`config.mk`:
```
export PLATFORM = sky130hd
export DESIGN_NAME = audio_gain_fade_out_core
export DESIGN_NICKNAME = d
export VERILOG_FILES = /design/src/hw/rtl/agfo_pkg.sv /design/src/hw/rtl/audio_gain_fade_out_core.sv /design/src/hw/rtl/agfo_ctrl.sv /design/src/hw/rtl/agfo_dp.sv
export SDC_FILE = /design/constraint.sdc
export NUM_CORES = 2
export LEC_CHECK = 0
export ABC_AREA = 1
export BUFFER_PORTS_ARGS = -buffer_cell sky130_fd_sc_hd__buf_2
export CORE_MARGIN = 4
export CORE_UTILIZATION = 55
export CTS_CLUSTER_SIZE = 24
export DETAILED_ROUTE_END_ITERATION = 16
export PLACE_DENSITY = 0.7
export SLEW_MARGIN = 25
export SYNTH_ARGS = -nofsm -noshare
export SYNTH_HDL_FRONTEND = slang
export SYNTH_SLANG_ARGS = --single-unit
```
`constraint.sdc`:
```
create_clock -name clk -period 7.05 [get_ports clk]
set_clock_uncertainty 0.2 [all_clocks]
set_input_delay 1.41 -clock clk [delete_from_list [all_inputs] [get_ports clk]]
set_output_delay 1.41 -clock clk [all_outputs]
set_load 0.03 [all_outputs]
```
`src/hw/rtl/agfo_pkg.sv`:
```
`timescale 1ns / 1ps
`default_nettype none
// Shared types and constants for the audio gain and fade-out block.
// Used by agfo_ctrl, agfo_dp and audio_gain_fade_out_core; no dependencies.

package agfo_pkg;

    localparam int SAMPLE_W = 16;
    localparam int GAIN_W   = 16;
    localparam int GAIN_BITS = 12;
    localparam int FRAME_W  = 32;
    localparam int CFG_W    = 32;
    localparam int CFG_IDX_W = 2;
    localparam int MAG_W    = SAMPLE_W + 1;
    localparam int PROD1_W  = MAG_W + GAIN_W;
    localparam int SCALED_W = PROD1_W - GAIN_BITS;

    // Configuration register indexes
    localparam logic [CFG_IDX_W-1:0] REG_VOLUME_GAIN  = 2'd0;
    localparam logic [CFG_IDX_W-1:0] REG_FADE_START   = 2'd1;
    localparam logic [CFG_IDX_W-1:0] REG_TOTAL_FRAMES = 2'd2;
    localparam logic [CFG_IDX_W-1:0] REG_ENDLESS_LOOP = 2'd3;

    localparam logic [GAIN_W-1:0] GAIN_UNITY = 16'd4096;

    typedef enum logic [2:0] {
        ST_IDLE,
        ST_CHECK,
        ST_DIVIDE,
        ST_MUL_GAIN,
        ST_MUL_FADE,
        ST_SATURATE,
        ST_DELIVER
    } agfo_state_t;

    // Commands from controller to datapath
    typedef struct packed {
        logic load;
        logic div_step;
        logic mul_gain;
        logic mul_fade;
        logic sat_store;
        logic out_load;
        logic chan;
    } agfo_cmd_t;

    // Status from datapath to controller
    typedef struct packed {
        logic fading;
        logic past_end;
        logic out_busy;
    } agfo_status_t;

endpackage

`default_nettype wire

```
`src/hw/rtl/audio_gain_fade_out_core.sv`:
```
`timescale 1ns / 1ps
`default_nettype none
// Top level of the audio gain and fade-out block.
// Instantiates agfo_ctrl and agfo_dp; depends on agfo_pkg.

// Stereo gain and linear fade-out. Each beat on the input carries one stereo
// frame of 16-bit two's complement samples; each frame yields exactly one
// output beat. Both samples are scaled by volume_gain (unsigned Q4.12, 4096 is
// unity), truncated toward zero and saturated to 16 bits. A 32-bit frame
// counter starts at zero after reset, advances once per frame and holds at its
// top value. Outside endless mode, frames past fade_start (and before
// total_frames, with total_frames above fade_start) are also scaled by the
// fade fraction (total_frames - position) / (total_frames - fade_start),
// produced as unsigned Q0.FRACTION_BITS by a restoring divider, and flagged
// with fading. Frames at or beyond total_frames come out as zero with
// past_end set; after reset total_frames is 0, so outside endless mode every
// frame is muted until total_frames is written. After the accepting edge the
// sequencer checks the frame; a fading frame runs the divider, one quotient
// bit per cycle; then each channel in turn passes the gain multiply, the fade
// multiply (fading frames only) and saturation, sharing one multiplier pair;
// a frame past the end goes straight to delivery. Once the beat is loaded the
// input is ready again in the next cycle. The input is taken again as soon
// as a frame has been moved into the output register, so the next frame is in
// work while the previous result waits; a frame that finishes while the
// output register is still held waits there and stalls the input. Write
// configuration only while the block is idle.

module audio_gain_fade_out_core
    import agfo_pkg::*;
#(
    parameter int FRACTION_BITS = 16
)
(
    input  wire logic                       clk,
    input  wire logic                       rst_n,
    input  wire logic                       cfg_we,
    input  wire logic [CFG_IDX_W-1:0]       cfg_index,
    input  wire logic [CFG_W-1:0]           cfg_wdata,
    input  wire logic                       in_valid,
    output logic                            in_ready,
    input  wire logic signed [SAMPLE_W-1:0] left_sample,
    input  wire logic signed [SAMPLE_W-1:0] right_sample,
    output logic                            out_valid,
    input  wire logic                       out_ready,
    output logic signed [SAMPLE_W-1:0]      left_out,
    output logic signed [SAMPLE_W-1:0]      right_out,
    output logic                            fading,
    output logic                            past_end
);

    agfo_cmd_t    cmd;
    agfo_status_t status;

    // Sequencer: accept a frame, then step the datapath through it
    agfo_ctrl #(
        .FRACTION_BITS (FRACTION_BITS)
    ) u_ctrl (
        .clk      (clk),
        .rst_n    (rst_n),
        .in_valid (in_valid),
        .in_ready (in_ready),
        .status   (status),
        .cmd      (cmd)
    );

    // Datapath: registers, counter, divider, multipliers, output beat
    agfo_dp #(
        .FRACTION_BITS (FRACTION_BITS)
    ) u_dp (
        .clk          (clk),
        .rst_n        (rst_n),
        .cfg_we       (cfg_we),
        .cfg_index    (cfg_index),
        .cfg_wdata    (cfg_wdata),
        .left_sample  (left_sample),
        .right_sample (right_sample),
        .cmd          (cmd),
        .status       (status),
        .out_valid    (out_valid),
        .out_ready    (out_ready),
        .left_out     (left_out),
        .right_out    (right_out),
        .fading       (fading),
        .past_end     (past_end)
    );

endmodule

`default_nettype wire

```
`src/hw/rtl/agfo_ctrl.sv`:
```
`timescale 1ns / 1ps
`default_nettype none
// Sequencer for the audio gain and fade-out block: walks one frame through
// divide, multiply and saturate steps. Depends on agfo_pkg.

module agfo_ctrl
    import agfo_pkg::*;
#(
    parameter int FRACTION_BITS = 16
)
(
    input  wire logic         clk,
    input  wire logic         rst_n,
    input  wire logic         in_valid,
    output logic              in_ready,
    input  wire agfo_status_t status,
    output agfo_cmd_t         cmd
);

    localparam int CNT_W = $clog2(FRACTION_BITS);

    agfo_state_t      state_reg, state_next;
    logic [CNT_W-1:0] cnt_reg, cnt_next;
    logic             chan_reg, chan_next;

    always_ff @(posedge clk or negedge rst_n)
    begin
        if (!rst_n)
        begin
            state_reg <= ST_IDLE;
            cnt_reg   <= '0;
            chan_reg  <= 1'b0;
        end
        else
        begin
            state_reg <= state_next;
            cnt_reg   <= cnt_next;
            chan_reg  <= chan_next;
        end
    end

    always_comb
    begin
        state_next = state_reg;
        cnt_next   = cnt_reg;
        chan_next  = chan_reg;
        cmd        = '0;
        cmd.chan   = chan_reg;
        in_ready   = 1'b0;

        unique case (state_reg)
            ST_IDLE:
            begin
                in_ready = 1'b1;
                if (in_valid)
                begin
                    cmd.load   = 1'b1;
                    state_next = ST_CHECK;
                end
            end
            ST_CHECK:
            begin
                chan_next = 1'b0;
                cnt_next  = CNT_W'(FRACTION_BITS - 1);
                if (status.past_end)
                    state_next = ST_DELIVER;
                else if (status.fading)
                    state_next = ST_DIVIDE;
                else
                    state_next = ST_MUL_GAIN;
            end
            ST_DIVIDE:
            begin
                cmd.div_step = 1'b1;
                if (cnt_reg == '0)
                    state_next = ST_MUL_GAIN;
                else
                    cnt_next = cnt_reg - 1'b1;
            end
            ST_MUL_GAIN:
            begin
                cmd.mul_gain = 1'b1;
                state_next   = status.fading ? ST_MUL_FADE : ST_SATURATE;
            end
            ST_MUL_FADE:
            begin
                cmd.mul_fade = 1'b1;
                state_next   = ST_SATURATE;
            end
            ST_SATURATE:
            begin
                cmd.sat_store = 1'b1;
                if (chan_reg == 1'b0)
                begin
                    chan_next  = 1'b1;
                    state_next = ST_MUL_GAIN;
                end
                else
                begin
                    state_next = ST_DELIVER;
                end
            end
            ST_DELIVER:
            begin
                if (!status.out_busy)
                begin
                    cmd.out_load = 1'b1;
                    state_next   = ST_IDLE;
                end
            end
            default:
            begin
                state_next = ST_IDLE;
            end
        endcase
    end

endmodule

`default_nettype wire

```
`src/hw/rtl/agfo_dp.sv`:
```
`timescale 1ns / 1ps
`default_nettype none
// Datapath for the audio gain and fade-out block: configuration registers,
// frame counter, restoring divider, multipliers, saturation and output
// register. Depends on agfo_pkg.

module agfo_dp
    import agfo_pkg::*;
#(
    parameter int FRACTION_BITS = 16
)
(
    input  wire logic                       clk,
    input  wire logic                       rst_n,
    input  wire logic                       cfg_we,
    input  wire logic [CFG_IDX_W-1:0]       cfg_index,
    input  wire logic [CFG_W-1:0]           cfg_wdata,
    input  wire logic signed [SAMPLE_W-1:0] left_sample,
    input  wire logic signed [SAMPLE_W-1:0] right_sample,
    input  wire agfo_cmd_t                  cmd,
    output agfo_status_t                    status,
    output logic                            out_valid,
    input  wire logic                       out_ready,
    output logic signed [SAMPLE_W-1:0]      left_out,
    output logic signed [SAMPLE_W-1:0]      right_out,
    output logic                            fading,
    output logic                            past_end
);

    localparam int PROD2_W = PROD1_W + FRACTION_BITS;

    // Configuration
    logic [GAIN_W-1:0]  volume_gain_reg;
    logic [FRAME_W-1:0] fade_start_reg;
    logic [FRAME_W-1:0] total_frames_reg;
    logic               endless_loop_reg;

    always_ff @(posedge clk or negedge rst_n)
    begin
        if (!rst_n)
        begin
            volume_gain_reg  <= GAIN_UNITY;
            fade_start_reg   <= '0;
            total_frames_reg <= '0;
            endless_loop_reg <= 1'b0;
        end
        else if (cfg_we)
        begin
            unique case (cfg_index)
                REG_VOLUME_GAIN:  volume_gain_reg  <= cfg_wdata[GAIN_W-1:0];
                REG_FADE_START:   fade_start_reg   <= cfg_wdata[FRAME_W-1:0];
                REG_TOTAL_FRAMES: total_frames_reg <= cfg_wdata[FRAME_W-1:0];
                REG_ENDLESS_LOOP: endless_loop_reg <= cfg_wdata[0];
                default:          ;
            endcase
        end
    end

    // Frame counter and per-frame decisions
    logic [FRAME_W-1:0] position_reg;
    logic               fading_reg, past_end_reg;
    logic               past_now, fade_now;

    assign past_now = !endless_loop_reg && (position_reg >= total_frames_reg);
    assign fade_now = !endless_loop_reg && !past_now
                      && (total_frames_reg > fade_start_reg)
                      && (position_reg > fade_start_reg);

    always_ff @(posedge clk or negedge rst_n)
    begin
        if (!rst_n)
        begin
            position_reg <= '0;
            fading_reg   <= 1'b0;
            past_end_reg <= 1'b0;
        end
        else if (cmd.load)
        begin
            fading_reg   <= fade_now;
            past_end_reg <= past_now;
            if (position_reg != '1)
                position_reg <= position_reg + 1'b1;
        end
    end

    // Sample capture, divider, multipliers, saturation
    logic signed [SAMPLE_W-1:0] left_reg, right_reg;
    logic [FRAME_W-1:0]         rem_reg, len_reg;
    logic [FRACTION_BITS-1:0]   quot_reg;
    logic [PROD1_W-1:0]         prod1_reg;
    logic [PROD2_W-1:0]         prod2_reg;
    logic                       neg_reg;
    logic [SAMPLE_W-1:0]        res_left_reg, res_right_reg;

    logic [FRAME_W:0]           rem_shift;
    logic                       rem_ge;
    logic [SAMPLE_W-1:0]        sample_sel;
    logic                       sample_neg;
    logic [MAG_W-1:0]           mag;
    logic [SCALED_W-1:0]        scaled;
    logic [SAMPLE_W-1:0]        sat;

    assign rem_shift  = {rem_reg, 1'b0};
    assign rem_ge     = rem_shift >= {1'b0, len_reg};
    assign sample_sel = cmd.chan ? right_reg : left_reg;
    assign sample_neg = sample_sel[SAMPLE_W-1];
    assign mag        = sample_neg ? MAG_W'(18'h10000 - {2'b00, sample_sel})
                                   : {1'b0, sample_sel};
    assign scaled     = fading_reg ? prod2_reg[PROD2_W-1 -: SCALED_W]
                                   : prod1_reg[PROD1_W-1 -: SCALED_W];

    always_comb
    begin
        if (neg_reg)
        begin
            if (scaled > SCALED_W'(32768))
                sat = 16'h8000;
            else
                sat = 16'd0 - scaled[SAMPLE_W-1:0];
        end
        else
        begin
            if (scaled > SCALED_W'(32767))
                sat = 16'h7FFF;
            else
                sat = scaled[SAMPLE_W-1:0];
        end
    end

    always_ff @(posedge clk)
    begin
        if (cmd.load)
        begin
            left_reg  <= left_sample;
            right_reg <= right_sample;
            rem_reg   <= total_frames_reg - position_reg;
            len_reg   <= total_frames_reg - fade_start_reg;
            quot_reg  <= '0;
        end
        if (cmd.div_step)
        begin
            rem_reg  <= rem_ge ? FRAME_W'(rem_shift - {1'b0, len_reg})
                               : rem_shift[FRAME_W-1:0];
            quot_reg <= {quot_reg[FRACTION_BITS-2:0], rem_ge};
        end
        if (cmd.mul_gain)
        begin
            prod1_reg <= PROD1_W'(mag) * PROD1_W'(volume_gain_reg);
            neg_reg   <= sample_neg;
        end
        if (cmd.mul_fade)
            prod2_reg <= PROD2_W'(prod1_reg) * PROD2_W'(quot_reg);
        if (cmd.sat_store)
        begin
            if (cmd.chan)
                res_right_reg <= sat;
            else
                res_left_reg <= sat;
        end
    end

    // Output register
    logic out_valid_reg;

    always_ff @(posedge clk or negedge rst_n)
    begin
        if (!rst_n)
            out_valid_reg <= 1'b0;
        else if (cmd.out_load)
            out_valid_reg <= 1'b1;
        else if (out_ready)
            out_valid_reg <= 1'b0;
    end

    always_ff @(posedge clk)
    begin
        if (cmd.out_load)
        begin
            left_out  <= past_end_reg ? '0 : res_left_reg;
            right_out <= past_end_reg ? '0 : res_right_reg;
            fading    <= fading_reg;
            past_end  <= past_end_reg;
        end
    end

    assign out_valid       = out_valid_reg;
    assign status.fading   = fading_reg;
    assign status.past_end = past_end_reg;
    assign status.out_busy = out_valid_reg && !out_ready;

endmodule

`default_nettype wire
```
After elaboration in Yosys (flattened, before gate mapping)
Cells that the tools add are included.
{ "word_totals": {"in_bits": 71, "word_cells": 112, "ff_bits": 385} }
{ "op_classes": {"muxes": 33, "mul": 2, "n_addsub": 7, "n_reduce_logical": 24, "n_lt_le_gt_ge": 6, "eq_ne": 14, "bitwise": 1} }
{ "ops": {"columns": ["operator", "n"], "rows": [
  ["2-to-1 mux 16 bit", 6],
  ["2-to-1 mux 32 bit", 3],
  ["subtractor 32 bit", 3],
  ["> comparator 32 bit", 2],
  ["multiplier 33 x 16 -> 49 bit", 1],
  [">= comparator 33 x 32 -> 1 bit", 1],
  ["multiplier 17 x 16 -> 33 bit", 1],
  ["adder 32 x 1 -> 32 bit (second input constant)", 1],
  [">= comparator 32 bit", 1],
  ["inequality test 32 bit (second input constant)", 1],
  ["> comparator 21 x 15 -> 1 bit (second input constant)", 1],
  ["> comparator 21 x 16 -> 1 bit (second input constant)", 1],
  ["2-to-1 mux 21 bit", 1],
  ["one-hot mux 3 bit (7 select lines)", 1],
  ["2-to-1 mux 17 bit", 1],
  ["subtractor 17 x 16 -> 17 bit (first input constant)", 1],
  ["AND reduction 2 bit", 8],
  ["subtractor 1 x 16 -> 16 bit (first input constant)", 1],
  ["2-to-1 mux 3 bit", 5],
  ["2-to-1 mux 1 bit", 13],
  ["equality test 3 bit (second input constant)", 3],
  ["one-hot mux 4 bit (2 select lines)", 1],
  ["nonzero test 2 bit", 4],
  ["equality test 3 x 2 -> 1 bit (second input constant)", 2],
  ["other kinds (15)", 24]
]} }

Logic depth before layout (Yosys ltp)
{ "depth": {"word_depth": 6, "mapped_depth": 39} }

Cells and area by module
Synthesis repeated with hierarchy kept, for this count alone.
{ "unflattened": {"cells_unflattened": 6233, "hier_area_um2": 48262.5} }
{ "by_module_without_submodules": {"columns": ["mod", "instances", "area_per_inst_um2", "cells_each"], "rows": [
  ["agfo_dp", 1, 47688.2, 6156],
  ["agfo_ctrl", 1, 574.3, 77]
]} }

Worst setup path before layout
OpenSTA, ideal clock, no wires.
{ "synth_path": {"kind": "reg2reg", "start": "register u_ctrl.chan_reg", "end": "register u_dp.prod1_reg[24] (data pin)", "path_buffers": 3, "setup_time_ps": 258, "arrival_ps": 6402, "path_stages_with_launch": 33, "required_time_ps": 6592, "path_slack_ps": 190, "cell_sequence": "dfrtp_1 -> buf_6 -> nand2_1 -> nand2_2 -> inv_2 -> clkbuf_1 -> ha_1 -> nand3_1 -> nor2_2 -> nand4_2 -> nand2_2 -> nand2_1 -> nand2_1 -> nand2_2 -> inv_2 -> buf_8 -> nand2_2 -> fa_1 -> fa_1 -> fa_1 -> inv_1 -> fa_1 -> fa_1 -> inv_1 -> fa_1 -> inv_1 -> ha_1 -> nand2_1 -> nor2_1 -> nand2_1 -> o21ai_0 -> a21oi_1 -> xnor2_1"} }
{ "synth_between": {"elab_chain_len": 4} }
{ "synth_lines": {"columns": ["element", "line_no", "rtl"], "rows": [
  ["start: declaration", "agfo_ctrl.sv:24", "logic chan_reg, chan_next;"],
  ["start signal: assignment", "agfo_ctrl.sv:38", "chan_reg <= chan_next;"],
  ["2-to-1 mux 16 bit (*)", "agfo_dp.sv:105", "assign sample_sel = cmd.chan ? right_reg : left_reg;"],
  ["subtractor 17 x 16 -> 17 bit", "agfo_dp.sv:107", "assign mag = sample_neg ? MAG_W'(18'h10000 - {2'b00, sample_sel})"],
  ["2-to-1 mux 17 bit (*)", "agfo_dp.sv:107", null],
  ["multiplier 17 x 16 -> 33 bit (*)", "agfo_dp.sv:148", "prod1_reg <= PROD1_W'(mag) * PROD1_W'(volume_gain_reg);"],
  ["end signal: assignment", "agfo_dp.sv:148", null],
  ["end: declaration", "agfo_dp.sv:90", "logic [PROD1_W-1:0] prod1_reg;"]
]} }
Mark *: on every way between the ends. The rest lies on a longest branch, timed or not.
A chain may end at the register's enable or synchronous reset.

Final worst setup path
{ "layout_path": {"start": "register u_ctrl.chan_reg", "end": "register u_dp.prod1_reg[30] (data pin)"} }
Same word-level chain as after synthesis.

==> metrics.log <==
INFO  metric run_status = completed
INFO  metric clock_tree_root_driver_cell = sky130_fd_sc_hd__clkbuf_16
INFO  metric critPathKind = flop to flop
INFO  metric place.port_buffers = 106
INFO  metric synth_async_sr_flop_share = 0.347
INFO  metric syn_inst = 6368
INFO  metric final_critical_path_setup_slack = 0.263 ns
INFO  metric diodes_inserted = 0
INFO  metric synth_edf_count = about 230
INFO  metric syn_area_per_cell = 7.66 um2
INFO  metric cp_data_required_time = 7.19 ns
INFO  metric max-clock-path-buffers = 3
INFO  metric dieArea = 0.0935 mm2
INFO  metric tritoncts = built
INFO  metric worst-r2r-cell-count = 32
INFO  metric via_per_inst = between 5 and 6
INFO  metric drt_wl_total = approximately 140000 um
INFO  metric synth_seq_cells = about 360
INFO  metric placed_cell_area = 0.0510 mm2
INFO  metric antenna_violations_before_repair = 0
INFO  metric hold_violations = 0
INFO  metric fp.coreArea = 0.0873 mm2
INFO  metric drive_above_1_share = 0.0710
INFO  metric synth-seq-area-share = 0.207
INFO  metric finalSetupViolations = 0
INFO  metric largest_reg_flops = 33
INFO  metric seq_area = around 0.01 mm2
INFO  metric clock_buffers_created_by_tritoncts = 44
INFO  metric crit_path_end = u_dp.prod1_reg[30]$_DFFE_PN_
INFO  metric final_period_minus_worst_setup_slack = 6.79 ns
INFO  metric grt_start_max_net_pins = between 70 and 80
INFO  metric clk_latency = 0.63 ns
INFO  metric cpLargestDelayFamily = adder cells
INFO  metric wire_per_inst = 18.4 um
INFO  metric timing.rr.start = u_ctrl.chan_reg$_DFFE_PN0P_
INFO  metric final_design_area_no_fill = between 0.05 and 0.06 mm2
INFO  metric global_route.usage.total = 0.304
INFO  metric setup.worst_path.start = u_ctrl.chan_reg$_DFFE_PN0P_
INFO  metric drt_pre_antenna_iters = 6
INFO  metric ys_types = 50
INFO  metric timing.critical_path.arrival = 6.93 ns
INFO  metric maxSlewHeadroom = 0.268
INFO  metric netlist.area_leader.share = 0.264
INFO  metric multi_input_area = 0.0327 mm2
INFO  metric cts.htree.levels = 2
INFO  metric start_util = 0.559
INFO  metric layout_commonest_cell = sky130_fd_sc_hd__nand2_1
INFO  metric grt_overflow = 0
INFO  metric place_congestion = approximately 1
INFO  metric rsz0062_at_grt = yes
INFO  metric r2r_setup_slack = 0.26 ns
INFO  metric worst_path_largest_cell_delay = 0.56 ns
INFO  metric timing.max_cap.violations = 0
INFO  metric preCtsSetupSlack = -0.148 ns
INFO  metric netlist_top_cells_area = sky130_fd_sc_hd__fa_1 26%, sky130_fd_sc_hd__edfxtp_1 14%, sky130_fd_sc_hd__nand2_1 13%
INFO  metric vias = a little over 40k
INFO  metric grt_pass1_vias = 42.2k
INFO  metric flow.area_growth_from_synthesis = 8.50%
INFO  metric drt-initial-drc-count = 3269
INFO  metric cell_type_with_the_highest_occurrence_count_on_the_critical_path = sky130_fd_sc_hd__nand2_1
INFO  metric ant_nets = 0
INFO  metric finish.cell_count_without_fillers = 7644
INFO  metric report.final.slew_viol_count = 0
INFO  metric cts.reportedPaths.clkPinSlew = 0.06 ns
INFO  metric worstSetupPathDepth = 32
INFO  metric dieHeight = just over 300 um
INFO  metric timing_worst_slew_pin_value = between 1 and 1.5 ns
INFO  metric worst_r2r_endpoint = u_dp.prod1_reg[30]$_DFFE_PN_
INFO  metric synth_top_area_cell = sky130_fd_sc_hd__fa_1
INFO  metric final_cell_mix = 1689 x sky130_fd_sc_hd__nand2_1, 1441 x sky130_fd_sc_hd__inv_1, 640 x sky130_fd_sc_hd__fa_1
INFO  metric final.fill_count = 8058
INFO  metric post_route_fraction_of_the_period_consumed_by_the_critical_path = 0.963
INFO  metric critPathBufInv = 8
INFO  metric cts.sinks = approximately 360
INFO  metric final_core_utilization = 0.606
INFO  metric num-nets-final = between 7k and 8k
INFO  metric design.portCount = between 100 and 150
INFO  metric synth_warn = 0
INFO  metric fmax = 147 MHz
INFO  metric place.detailed.hpwl = 115000 um
INFO  metric postCtsHoldBufs = 0
INFO  metric cp-start-kind = flop
INFO  metric netlist_area = 0.0488 mm2
INFO  metric worstPathMaxFanout = 10
INFO  metric placementRows = 108
INFO  metric min-delay-path-class = flop to flop
INFO  metric worstSetupEndpointType = flop
INFO  metric post_route_drc = 0
INFO  metric crit_path_top_delay_cell = sky130_fd_sc_hd__fa_2
INFO  metric yosys_most_used_dff = sky130_fd_sc_hd__edfxtp_1
INFO  metric grt_pass1_wl = approximately 230000 um
INFO  metric die_w = 306 um
INFO  metric numPlacedInstances = 7555
routing by layer:
layer	part of all wire	global-route usage	vias up	routed length, um
met1	0.42	0.417	19700	59500
li1	-	-	19400	-
met2	0.46	0.496	1681	64800
met3	0.077	0.0470	341	10900
met4	0.040	0.106	0	5580
met5	0	0	-	0
cells in the mapped netlist, drive strengths merged, types with 2 or more instances:
library cell	count
o21bai	27
a31oi	4
edfxtp	233
a21oi	235
nand2	1743
nor3	61
a211oi	2
or2	15
nor4	12
o21ai	276
nand3	206
o211ai	2
xor2	84
o21a	18
dfrtp	123
xnor2	29
inv	1458
a21boi	7
nor2	512
nand4	54
clkinv	3
and2	8
a21o	13
ha	356
conb	2
clkbuf	168
buf	35
fa	642
nand3b	35
stage by stage:
stage | TNS (ns) | hold WS (ns)
3_5_place_dp | -0.443 | 0.259
3_3_place_gp | 0 | 0.266
5_1_grt | -0.235 | 0.296
6_report | 0 | 0.266
2_1_floorplan | 0 | 0.223
4_1_cts | 0 | 0.266
repair_timing:
item / 4_1_cts / 5_1_grt
pin swaps: 0 / 30
buffers inserted: 0 / 7
gates cloned: 0 / 0
endpoints found under the setup margin: 6 / 20
resized for setup: 2 / 82
area by class of cell:
cell class / count / share of cell area
multi-input cells: 4361 / 0.618
flip-flops and latches: 357 / 0.191
inverters: 1461 / 0.104
repair buffers: 228 / 0.0304
well taps: 1155 / 0.0273
clock buffers: 47 / 0.0214
clock inverters: 35 / 0.00721
how the worst min path moves through the flow:
stage / startpoint / endpoint / slack [ns] / depth (start not counted)
floorplan: u_dp.past_end_reg$_DFFE_PN0P_ / u_dp.past_end$_DFFE_PP_ / 0.22 / 0
global placement: u_ctrl.cnt_reg[0]$_DFFE_PN0P_ / u_ctrl.cnt_reg[0]$_DFFE_PN0P_ / 0.27 / 1
detailed placement: u_ctrl.cnt_reg[0]$_DFFE_PN0P_ / u_ctrl.cnt_reg[0]$_DFFE_PN0P_ / 0.26 / 1
CTS: u_ctrl.cnt_reg[0]$_DFFE_PN0P_ / u_ctrl.cnt_reg[0]$_DFFE_PN0P_ / 0.27 / 1
global route: u_ctrl.cnt_reg[0]$_DFFE_PN0P_ / u_ctrl.cnt_reg[0]$_DFFE_PN0P_ / 0.30 / 1
finish: u_ctrl.cnt_reg[0]$_DFFE_PN0P_ / u_ctrl.cnt_reg[0]$_DFFE_PN0P_ / 0.27 / 1
cell families after synthesis:
family | Yosys count | share of synthesized area
and+or+nand+nor | 2647 | 0.221
buffers and inverters | 1664 | 0.131
adders and majority gates | 998 | 0.355
AOI/OAI and AO/OA | 587 | 0.0654
DFF | 357 | 0.207
xor gates and xnor gates | 113 | 0.0203
other | 2 | 0.000154
Power is not shown: default switching activity piles up to over one toggle a cycle in this logic, so the estimate is an artifact.
